$ cat src/hw/rtl/windowed_rate_level_classifier_macros.svh
// Assertion macros shared by the windowed rate level classifier RTL.
`ifndef WINDOWED_RATE_LEVEL_CLASSIFIER_MACROS_SVH
`define WINDOWED_RATE_LEVEL_CLASSIFIER_MACROS_SVH

// Property that must hold at every clock edge outside reset.
`define WRLC_ASSERT(lbl, cond, msg) \
  lbl: assert property (@(posedge clk_i) disable iff (!rst_ni) (cond)) else $error(msg);

// Same-cycle implication.
`define WRLC_ASSERT_IMPL(lbl, ante, cons, msg) \
  lbl: assert property (@(posedge clk_i) disable iff (!rst_ni) (ante) |-> (cons)) \
    else $error(msg);

// Next-cycle implication.
`define WRLC_ASSERT_NEXT(lbl, ante, cons, msg) \
  lbl: assert property (@(posedge clk_i) disable iff (!rst_ni) (ante) |=> (cons)) \
    else $error(msg);

`endif

$ cat src/hw/rtl/wrlc_pkg.sv
// Types and constants of the windowed rate level classifier.
package wrlc_pkg;

  localparam int STAMP_W    = 48;
  localparam int PCT_W      = 16;
  localparam int THR_W      = 20;
  localparam int LEVEL_W    = 2;
  localparam int HELD_W     = 3;
  localparam int CFG_IDX_W  = 3;
  localparam int CFG_DATA_W = 48;

  // Shared multiplier: 20 x 24 bits, products are summed in 24-bit chunks.
  localparam int MUL_A_W = 20;
  localparam int MUL_B_W = 24;
  localparam int PROD_W  = MUL_A_W + MUL_B_W;
  localparam int ACC_W   = PROD_W + MUL_B_W;
  localparam int LHS_W   = 52;
  localparam int CMP_W   = ACC_W + 8;

  // 60 * 10^9 split into a low 24-bit and a high 12-bit chunk.
  localparam logic [MUL_B_W-1:0] RATE_LO = 24'h475800;
  localparam logic [MUL_B_W-1:0] RATE_HI = 24'h000DF8;

  localparam logic [THR_W-1:0]   NORMAL_RST     = 20'd100;
  localparam logic [THR_W-1:0]   ACTIVE_RST     = 20'd200;
  localparam logic [THR_W-1:0]   HEAVY_RST      = 20'd330;
  localparam logic [STAMP_W-1:0] MIN_WINDOW_RST = 48'd240000000;
  localparam logic [PCT_W-1:0]   DROP_TOL_RST   = 16'd1280;

  localparam logic [LEVEL_W-1:0] LVL_IDLE  = 2'd0;
  localparam logic [LEVEL_W-1:0] LVL_HEAVY = 2'd3;

  // Multiply steps: 0 and 1 build the rise term, then two steps per threshold.
  localparam logic [2:0] STEP_FIRST  = 3'd0;
  localparam logic [2:0] STEP_LHS_HI = 3'd1;
  localparam logic [2:0] STEP_LAST   = 3'd7;

  typedef enum logic [0:0] {
    OP_STORE = 1'b0,
    OP_CLEAR = 1'b1
  } op_e;

  typedef enum logic [CFG_IDX_W-1:0] {
    CFG_NORMAL     = 3'd0,
    CFG_ACTIVE     = 3'd1,
    CFG_HEAVY      = 3'd2,
    CFG_MIN_WINDOW = 3'd3,
    CFG_DROP_TOL   = 3'd4
  } cfg_idx_e;

  typedef enum logic [2:0] {
    ST_IDLE,
    ST_UPDATE,
    ST_READ,
    ST_DIFF,
    ST_MUL,
    ST_ACC,
    ST_CMP,
    ST_FIN
  } state_e;

  typedef struct packed {
    logic               en;
    logic [MUL_A_W-1:0] a;
    logic [MUL_B_W-1:0] b;
  } mul_req_t;

endpackage

$ cat src/hw/rtl/wrlc_ram.sv
// Generic single-port-write, registered-read RAM.
module wrlc_ram #(
  parameter int WIDTH = 64,
  parameter int DEPTH = 6
) (
  input  logic                     clk_i,
  input  logic                     we_i,
  input  logic [$clog2(DEPTH)-1:0] waddr_i,
  input  logic [WIDTH-1:0]         wdata_i,
  input  logic                     re_i,
  input  logic [$clog2(DEPTH)-1:0] raddr_i,
  output logic [WIDTH-1:0]         rdata_o
);

  logic [WIDTH-1:0] mem_q [DEPTH];
  logic [WIDTH-1:0] rdata_q;

  always_ff @(posedge clk_i) begin
    if (we_i) begin
      mem_q[waddr_i] <= wdata_i;
    end
    if (re_i) begin
      rdata_q <= mem_q[raddr_i];
    end
  end

  assign rdata_o = rdata_q;

endmodule

$ cat src/hw/rtl/wrlc_mul.sv
// Shared 20 x 24 bit multiplier with a registered product.
module wrlc_mul
  import wrlc_pkg::*;
(
  input  logic              clk_i,
  input  mul_req_t          req_i,
  output logic [PROD_W-1:0] prod_o
);

  logic [PROD_W-1:0] prod_q;

  always_ff @(posedge clk_i) begin
    if (req_i.en) begin
      prod_q <= PROD_W'(req_i.a) * PROD_W'(req_i.b);
    end
  end

  assign prod_o = prod_q;

endmodule

$ cat src/hw/rtl/windowed_rate_level_classifier.sv
// Top level of the windowed rate level classifier.
//
//   channel  | direction | handshake                      | payload
//   ---------+-----------+--------------------------------+-------------------------------
//   s_axis   | in        | s_axis_tvalid_i/s_axis_tready_o | tuser: opcode; tdata: stamp, pct
//   m_axis   | out       | m_axis_tvalid_o/m_axis_tready_i | tdata: level, held_count
//   cfg      | in        | cfg_we_i                       | cfg_idx_i, cfg_wdata_i
//
// A clear, or an item that leaves fewer than two samples held, goes from the update
// step straight to the finish step; a span below the window ends after the difference
// step; otherwise up to eight multiply/accumulate passes through the one shared
// multiplier and up to three threshold compares come first. A new item is taken again once
// the result is loaded into the output register. The output register holds one
// result while the next item is at work; a stalled output stalls only the last step.
// Reset clears the ring pointers and loads the register defaults; no clearing pass.
`include "windowed_rate_level_classifier_macros.svh"

module windowed_rate_level_classifier
  import wrlc_pkg::*;
#(
  parameter int RING_DEPTH = 6
) (
  input  logic                  clk_i,
  input  logic                  rst_ni,
  input  logic                  s_axis_tvalid_i,
  output logic                  s_axis_tready_o,
  input  logic [63:0]           s_axis_tdata_i,  // [47:0] stamp_us, [63:48] percent
  input  logic [0:0]            s_axis_tuser_i,  // [0] opcode
  output logic                  m_axis_tvalid_o,
  input  logic                  m_axis_tready_i,
  output logic [7:0]            m_axis_tdata_o,  // [1:0] level, [4:2] held_count, [7:5] zero
  input  logic                  cfg_we_i,
  input  logic [CFG_IDX_W-1:0]  cfg_idx_i,
  input  logic [CFG_DATA_W-1:0] cfg_wdata_i
);

  localparam int WP_W   = $clog2(RING_DEPTH);
  localparam int FILL_W = $clog2(RING_DEPTH + 1);
  localparam int SUM_W  = WP_W + 1;
  localparam int ENTRY_W = STAMP_W + PCT_W;

  state_e                 state_q, state_d;
  logic [2:0]             step_q, step_d;
  op_e                    op_q, op_d;
  logic [STAMP_W-1:0]     stamp_q, stamp_d;
  logic [PCT_W-1:0]       pct_q, pct_d;
  logic [PCT_W-1:0]       last_pct_q, last_pct_d;
  logic [WP_W-1:0]        wp_q, wp_d;
  logic [FILL_W-1:0]      fill_q, fill_d;
  logic [STAMP_W-1:0]     dt_q, dt_d;
  logic [PCT_W-1:0]       dp_q, dp_d;
  logic [LHS_W-1:0]       lhs_q, lhs_d;
  logic [ACC_W-1:0]       acc_q, acc_d;
  logic [LEVEL_W-1:0]     level_q, level_d;
  logic                   out_valid_q, out_valid_d;
  logic [LEVEL_W-1:0]     out_level_q, out_level_d;
  logic [HELD_W-1:0]      out_held_q, out_held_d;

  logic [THR_W-1:0]       normal_thr_q, active_thr_q, heavy_thr_q;
  logic [STAMP_W-1:0]     min_win_q;
  logic [PCT_W-1:0]       drop_tol_q;

  logic                   ram_we, ram_re;
  logic [WP_W-1:0]        ram_waddr, ram_raddr;
  logic [ENTRY_W-1:0]     ram_rdata;
  mul_req_t               mul_req;
  logic [PROD_W-1:0]      prod;

  logic                   in_xfer;
  logic                   restart;
  logic [WP_W-1:0]        wp_base, wp_next, oldest;
  logic [FILL_W-1:0]      fill_base, fill_next;
  logic [SUM_W-1:0]       back_sum;
  logic [STAMP_W-1:0]     old_stamp, dt_calc;
  logic [PCT_W-1:0]       old_pct, dp_calc;
  logic                   short_span;
  logic [ACC_W-1:0]       prod_shift, acc_sum;
  logic                   below;
  logic                   out_free;

  assign in_xfer  = s_axis_tvalid_i && s_axis_tready_o;
  assign out_free = !out_valid_q || m_axis_tready_i;

  // A clear, or a fall of more than the tolerance below the newest held value, restarts the ring.
  assign restart = (op_q == OP_CLEAR) ||
                   ((fill_q != '0) &&
                    (({1'b0, pct_q} + {1'b0, drop_tol_q}) < {1'b0, last_pct_q}));
  assign wp_base   = restart ? '0 : wp_q;
  assign fill_base = restart ? '0 : fill_q;
  assign wp_next   = (wp_base == WP_W'(RING_DEPTH - 1)) ? '0 : wp_base + WP_W'(1);
  assign fill_next = (fill_base == FILL_W'(RING_DEPTH)) ? fill_base
                                                        : fill_base + FILL_W'(1);

  // Oldest held entry, from the pointers after the store.
  assign back_sum = SUM_W'(wp_q) + SUM_W'(RING_DEPTH) - SUM_W'(fill_q);
  assign oldest   = (back_sum >= SUM_W'(RING_DEPTH)) ? WP_W'(back_sum - SUM_W'(RING_DEPTH))
                                                     : WP_W'(back_sum);

  assign old_stamp  = ram_rdata[ENTRY_W-1:PCT_W];
  assign old_pct    = ram_rdata[PCT_W-1:0];
  assign dt_calc    = stamp_q - old_stamp;
  assign dp_calc    = (pct_q > old_pct) ? pct_q - old_pct : '0;
  assign short_span = dt_calc < min_win_q;

  // Odd steps carry the upper chunk of the 24-bit split.
  assign prod_shift = step_q[0] ? {prod, {MUL_B_W{1'b0}}} : ACC_W'(prod);
  assign acc_sum    = (step_q[0] ? acc_q : '0) + prod_shift;
  assign below      = CMP_W'(lhs_q) < {acc_q, 8'h00};

  always_comb begin
    state_d = state_q;
    case (state_q)
      ST_IDLE: begin
        if (in_xfer) state_d = ST_UPDATE;
      end
      ST_UPDATE: begin
        if (op_q == OP_CLEAR || fill_base == '0) state_d = ST_FIN;
        else state_d = ST_READ;
      end
      ST_READ: state_d = ST_DIFF;
      ST_DIFF: begin
        state_d = short_span ? ST_FIN : ST_MUL;
      end
      ST_MUL: state_d = ST_ACC;
      ST_ACC: begin
        if (step_q[0] && step_q != STEP_LHS_HI) state_d = ST_CMP;
        else state_d = ST_MUL;
      end
      ST_CMP: begin
        if (below || step_q == STEP_LAST) state_d = ST_FIN;
        else state_d = ST_MUL;
      end
      ST_FIN: begin
        if (out_free) state_d = ST_IDLE;
      end
      default: state_d = ST_IDLE;
    endcase
  end

  always_comb begin
    op_d        = op_q;
    stamp_d     = stamp_q;
    pct_d       = pct_q;
    last_pct_d  = last_pct_q;
    wp_d        = wp_q;
    fill_d      = fill_q;
    dt_d        = dt_q;
    dp_d        = dp_q;
    lhs_d       = lhs_q;
    acc_d       = acc_q;
    step_d      = step_q;
    level_d     = level_q;
    out_valid_d = out_valid_q && !m_axis_tready_i;
    out_level_d = out_level_q;
    out_held_d  = out_held_q;
    ram_we      = 1'b0;
    ram_waddr   = wp_base;
    ram_re      = 1'b0;
    ram_raddr   = oldest;
    mul_req     = '0;
    s_axis_tready_o = 1'b0;

    case (state_q)
      ST_IDLE: begin
        s_axis_tready_o = 1'b1;
        if (s_axis_tvalid_i) begin
          op_d    = op_e'(s_axis_tuser_i[0]);
          stamp_d = s_axis_tdata_i[STAMP_W-1:0];
          pct_d   = s_axis_tdata_i[ENTRY_W-1:STAMP_W];
        end
      end
      ST_UPDATE: begin
        level_d = LVL_IDLE;
        if (op_q == OP_CLEAR) begin
          wp_d   = '0;
          fill_d = '0;
        end else begin
          ram_we     = 1'b1;
          wp_d       = wp_next;
          fill_d     = fill_next;
          last_pct_d = pct_q;
        end
      end
      ST_READ: begin
        ram_re = 1'b1;
      end
      ST_DIFF: begin
        dt_d   = dt_calc;
        dp_d   = dp_calc;
        step_d = STEP_FIRST;
      end
      ST_MUL: begin
        mul_req.en = 1'b1;
        case (step_q[2:1])
          2'd0:    mul_req.a = MUL_A_W'(dp_q);
          2'd1:    mul_req.a = normal_thr_q;
          2'd2:    mul_req.a = active_thr_q;
          default: mul_req.a = heavy_thr_q;
        endcase
        if (step_q[2:1] == 2'd0) begin
          mul_req.b = step_q[0] ? RATE_HI : RATE_LO;
        end else begin
          mul_req.b = step_q[0] ? dt_q[STAMP_W-1:MUL_B_W] : dt_q[MUL_B_W-1:0];
        end
      end
      ST_ACC: begin
        acc_d = acc_sum;
        if (step_q == STEP_LHS_HI) lhs_d = LHS_W'(acc_sum);
        if (!(step_q[0] && step_q != STEP_LHS_HI)) step_d = step_q + 3'd1;
      end
      ST_CMP: begin
        if (below) begin
          level_d = step_q[2:1] - 2'd1;
        end else if (step_q == STEP_LAST) begin
          level_d = LVL_HEAVY;
        end else begin
          step_d = step_q + 3'd1;
        end
      end
      ST_FIN: begin
        if (out_free) begin
          out_valid_d = 1'b1;
          out_level_d = level_q;
          out_held_d  = HELD_W'(fill_q);
        end
      end
      default: begin
      end
    endcase
  end

  always_ff @(posedge clk_i or negedge rst_ni) begin
    if (!rst_ni) begin
      state_q      <= ST_IDLE;
      wp_q         <= '0;
      fill_q       <= '0;
      out_valid_q  <= 1'b0;
      normal_thr_q <= NORMAL_RST;
      active_thr_q <= ACTIVE_RST;
      heavy_thr_q  <= HEAVY_RST;
      min_win_q    <= MIN_WINDOW_RST;
      drop_tol_q   <= DROP_TOL_RST;
    end else begin
      state_q     <= state_d;
      wp_q        <= wp_d;
      fill_q      <= fill_d;
      out_valid_q <= out_valid_d;
      if (cfg_we_i) begin
        case (cfg_idx_i)
          CFG_NORMAL:     normal_thr_q <= cfg_wdata_i[THR_W-1:0];
          CFG_ACTIVE:     active_thr_q <= cfg_wdata_i[THR_W-1:0];
          CFG_HEAVY:      heavy_thr_q  <= cfg_wdata_i[THR_W-1:0];
          CFG_MIN_WINDOW: min_win_q    <= cfg_wdata_i[STAMP_W-1:0];
          CFG_DROP_TOL:   drop_tol_q   <= cfg_wdata_i[PCT_W-1:0];
          default: begin
          end
        endcase
      end
    end
  end

  always_ff @(posedge clk_i) begin
    op_q        <= op_d;
    stamp_q     <= stamp_d;
    pct_q       <= pct_d;
    last_pct_q  <= last_pct_d;
    dt_q        <= dt_d;
    dp_q        <= dp_d;
    lhs_q       <= lhs_d;
    acc_q       <= acc_d;
    step_q      <= step_d;
    level_q     <= level_d;
    out_level_q <= out_level_d;
    out_held_q  <= out_held_d;
  end

  wrlc_ram #(
    .WIDTH(ENTRY_W),
    .DEPTH(RING_DEPTH)
  ) u_ring (
    .clk_i  (clk_i),
    .we_i   (ram_we),
    .waddr_i(ram_waddr),
    .wdata_i({stamp_q, pct_q}),
    .re_i   (ram_re),
    .raddr_i(ram_raddr),
    .rdata_o(ram_rdata)
  );

  wrlc_mul u_mul (
    .clk_i (clk_i),
    .req_i (mul_req),
    .prod_o(prod)
  );

  assign m_axis_tvalid_o = out_valid_q;
  assign m_axis_tdata_o  = {3'b000, out_held_q, out_level_q};

  `WRLC_ASSERT(a_fill_range, fill_q <= FILL_W'(RING_DEPTH), "fill count beyond ring depth")
  `WRLC_ASSERT(a_wp_range, ({1'b0, wp_q} < SUM_W'(RING_DEPTH)), "write pointer beyond ring")
  `WRLC_ASSERT_NEXT(a_accept_update, in_xfer, state_q == ST_UPDATE, "transfer did not start update")
  `WRLC_ASSERT_IMPL(a_result_from_fin, $rose(out_valid_q), $past(state_q) == ST_FIN, "result without finish")

endmodule

$ cat config.mk
export PLATFORM = sky130hd
export DESIGN_NAME = windowed_rate_level_classifier
export DESIGN_NICKNAME = d
export VERILOG_FILES = /design/src/hw/rtl/wrlc_pkg.sv /design/src/hw/rtl/wrlc_ram.sv /design/src/hw/rtl/wrlc_mul.sv /design/src/hw/rtl/windowed_rate_level_classifier.sv
export VERILOG_INCLUDE_DIRS = /design/src /design/src/hw/rtl
export SDC_FILE = /design/constraint.sdc
export NUM_CORES = 2
export LEC_CHECK = 0
export BUFFER_PORTS_ARGS = -buffer_cell sky130_fd_sc_hd__buf_2
export CAP_MARGIN = 20
export CORE_MARGIN = 1.5
export CORE_UTILIZATION = 50
export DETAILED_ROUTE_END_ITERATION = 6
export PLACE_DENSITY = 0.66
export RECOVER_POWER = 25
export SETUP_SLACK_MARGIN = 0.2
export SYNTH_ARGS = -nofsm -noshare
export SYNTH_HDL_FRONTEND = slang
export SYNTH_SLANG_ARGS = --single-unit
$ cat constraint.sdc
create_clock -name clk_i -period 12.9 [get_ports clk_i]
set_input_delay 0.645 -clock clk_i [delete_from_list [all_inputs] [get_ports clk_i]]
set_output_delay 0.645 -clock clk_i [all_outputs]
set_load 0.1 [all_outputs]
==> metrics <==
outcome=finished with violations; failing checks=DRC; DP HPWL=between 100000 and 150000 um; CTS tree=yes; final setup vio count=0; number of sinks on the clock net=893; Worst setup endpoint=u_mul.prod_o[42]$_DFFE_PN_; die area=0.1163 mm2; Clock Skew=0.03731 ns; detailed-route DRC error count=2; final std cells w/o fill=6474; syn_area_per_cell=about 12 um2; fin crit period=10.05 ns; power density over cell area=approximately 230 mW/mm2; dominant cell type by area after synthesis=edfxtp_1; reg2reg setup slack=between 2 and 3 ns; initial drt markers=about 2700; GRT Util Overall=0.2427; Initial DRT Pass Iterations=7; final hold vios=0; CTS Buf Count=95; met1 Usage GRT=0.3224; Critical Path RT=~13 ns; initial core utilization=0.5059; initial antenna violation count=4; Cell Rows=123; placed insts=between 6000 and 7000; clock slew at reported path FFs=0.06 ns; GR met3 Demand/Resource=0.04022; vias in the first global route=between 30000 and 40000; Critical path origin=state_q[2]$_DFFE_PN0P_; Worst Hold Class=input pin to flop; final slew viol count=0; WP data arrival=between 10 and 15 ns; clk_lat worst skew=about 0.70 ns; Mapped Cells=between 4000 and 5000; drt via density=about 5.6; global-route wire length before repair=215700 um; final layout net count=5804; max_cap viols=0; drt total wl=about 140000 um; worst-case clock buffer depth=3; maximum fanout along the worst path=20; Max-slew headroom=0.3179; GPL Wtd Cong=approximately 0.94; wire per inst=21.62 um; largest net degree at the start of global routing=134; Max Fclk=99.47 MHz; Peak supply drop=a little under 0.2 mV; Post-synth EDFFs=759; GRT Max-Usage Layer=met2; share of cells above drive strength 1=0.1235; # resized after CTS=0; DIE WIDTH=341.1 um; Die Ht=around 340 um; RSZ-0062 raised after global routing=no; grt ovf=0; root buf cell=clkbuf_16; async set or reset register ratio after synthesis=0.1501; Setup crit end kind=flop; total power=about 14000 uW; end of the worst register-to-register path=u_mul.prod_o[42]$_DFFE_PN_; PortBufs=about 130; H-Tree Depth=3; met2 GRT Util=0.4076; Area contributors post-synth=edfxtp_1 (40%), fa_1 (14%), ha_1 (8.7%), dfrtp_1 (4.9%), inv_1 (4.2%); Synth top area share=0.3988; sequential area share after synthesis=0.4580; synth warn=0; fin crit share=0.7793; Hold WS=roughly 0.12 ns; Netlist cell types=80; critical path type=flop to flop; R2R depth=27; antenna viol nets, final=0; ys flop type=edfxtp_1; IO Count=about 130; core area=~0.11 mm2; Area Overhead vs Synth=9.859%; critical path launch point type=flop; Total Neg Setup Slack=0 ns; Synth Register Bits=between 800 and 900; slew at the pin closest to its max-slew limit=a little over 1 ns; via count=around 36000; LEAKAGE=~0.027 uW; Synth Cell Area=about 0.057 mm2; reg2reg start=state_q[2]$_DFFE_PN0P_
==> report_power, final <==
| group | total [uW] | internal, uW | leakage (uW) | switching [uW] |
|---|---|---|---|---|
| clock | 2740 | 1570 | 0.00153 | 1170 |
| sequential | 4330 | 4010 | 0.00850 | 316 |
| combinational | 7060 | 2710 | 0.0168 | 4350 |
==> critical path: stages (launching register included) <==
cell and delay, ns:
dfrtp_1 0.78, nand2_1 0.68, nor2_1 0.85, nand2_1 0.66, nor2_1 0.32, fa_1 0.45
fa_1 0.51, inv_1 0.05, fa_1 0.53, inv_1 0.05, fa_1 0.51, fa_1 0.44
fa_1 0.55, inv_1 0.05, fa_1 0.54, inv_1 0.04, ha_1 0.36, a21oi_1 0.17
o21bai_1 0.08, a21o_1 0.18, a21oi_1 0.20, a31oi_1 0.20, a221oi_2 0.41, o31a_1 0.25
o21ai_1 0.18, or2_1 0.29, a221oi_1 0.33, xnor2_1 0.10
==> cell usage after synthesis (7+ instances only) <==
library cell,instances
a2111oi_0,8
a211o_1,7
a211oi_1,12
a21o_1,108
a21oi_1,187
a221oi_1,8
a222oi_1,18
a22o_1,9
a22oi_1,14
a31oi_1,23
a41oi_1,9
and2_1,95
and3_1,22
buf_1,25
clkbuf_1,143
dfrtp_1,112
dfstp_2,22
edfxtp_1,759
fa_1,396
ha_1,396
inv_1,635
mux2_2,165
mux2i_1,78
mux4_2,64
nand2_1,456
nand2b_1,35
nand3_1,44
nand3b_1,10
nand4_1,33
nor2_1,313
nor2b_1,38
nor3_1,32
nor4_1,9
o21a_1,24
o21ai_0,143
o21ai_1,37
o21bai_1,30
or2_2,11
xnor2_1,118
xor2_1,49
==> through the flow <==
step	setup WS, ns	util	area [um2]
after floorplan	3.974	-	57160
after global placement	3.114	0.5273	59560
after detailed placement	2.919	0.5278	59620
after CTS	2.908	0.5558	62790
after global routing	2.264	0.5558	62780
final	2.847	0.5558	62780
==> kinds of logic (layout without fill, tap and decap cells) <==
logic type,count (synthesis),in the layout,share of synthesized area
AO/OA/AOI/OAI,693,693,0.07779
other,1,6,0.00006562
buffers and inverters,809,995,0.05340
XOR/XNOR,167,167,0.02559
flip-flops,893,893,0.4580
adder cells (fa/ha/maj),792,792,0.2254
multiplexers,307,307,0.07140
AND/OR/NAND/NOR,1121,1121,0.08836
==> how the worst min path moves through the flow <==
stage                               from                           to  slack (ns)  depth (start not counted)
4_1_cts               s_axis_tdata_i[21]        stamp_q[21]$_DFFE_PP_        0.08                          1
6_report              s_axis_tdata_i[20]        stamp_q[20]$_DFFE_PP_        0.12                          1
2_1_floorplan                     rst_ni  active_thr_q[0]$_DFFE_PN0P_        0.35                          0
5_1_grt               s_axis_tdata_i[21]        stamp_q[21]$_DFFE_PP_        0.09                          1
3_3_place_gp   u_mul.prod_o[0]$_DFFE_PN_                         flop        0.44                          0
3_5_place_dp   u_mul.prod_o[0]$_DFFE_PN_                         flop        0.44                          0
==> sequential cells by signal (all words and copies together) (netlist names), 16 cells and up, named ones only <==
name and count:
u_mul.prod_o 44, drop_tol_q 16, normal_thr_q 20, lhs_q 44, last_pct_q 16, active_thr_q 20, dp_q 16, u_ring.mem_q 384
pct_q 16, acc_q 67, dt_q 48, u_ring.rdata_o 64, min_win_q 48, stamp_q 48, heavy_thr_q 20
==> layout make-up <==
class                      instances  area (um2)
clock inverter                    50       510.5
timing repair buffer             182        1101
multi-input combinational       3084       28090
tap                             1500        1877
fill                            9434       50180
clock buffer                     128        2646
inverter                         635        2384
antenna                            2       5.005
sequential                       893       26170
==> metal layers <==
| layer | vias to the layer above | share of wire | routed length [um] |
|---|---|---|---|
| met2 | 1096 | 0.48 | 67510 |
| met3 | 247 | 0.062 | 8642 |
| met5 | - | 0.00016 | 22 |
| met4 | 4 | 0.033 | 4630 |
| li1 | 16712 | - | - |
| met1 | 17984 | 0.42 | 59140 |
==> cell usage in the layout, fill, tap and decap left out, types with 35 or more instances in the layout <==
cell type	count
a21o_1	108
a21oi_1	186
and2_1	94
buf_2	122
buf_4	50
clkbuf_16	99
dfrtp_1	112
edfxtp_1	759
fa_1	396
ha_1	395
inv_1	633
mux2_2	165
mux2i_1	77
mux4_2	64
nand2_1	456
nand2b_1	35
nand3_1	44
nor2_1	307
nor2b_1	37
o21ai_0	143
o21ai_1	37
xnor2_1	118
xor2_1	49
==> timing repair <==
item / in CTS / in global routing
hold buffers: 1 / 0
endpoints found under the hold margin: 58 / 0
setup buffers: 0 / 0
Power figures use the tool's default switching activity.
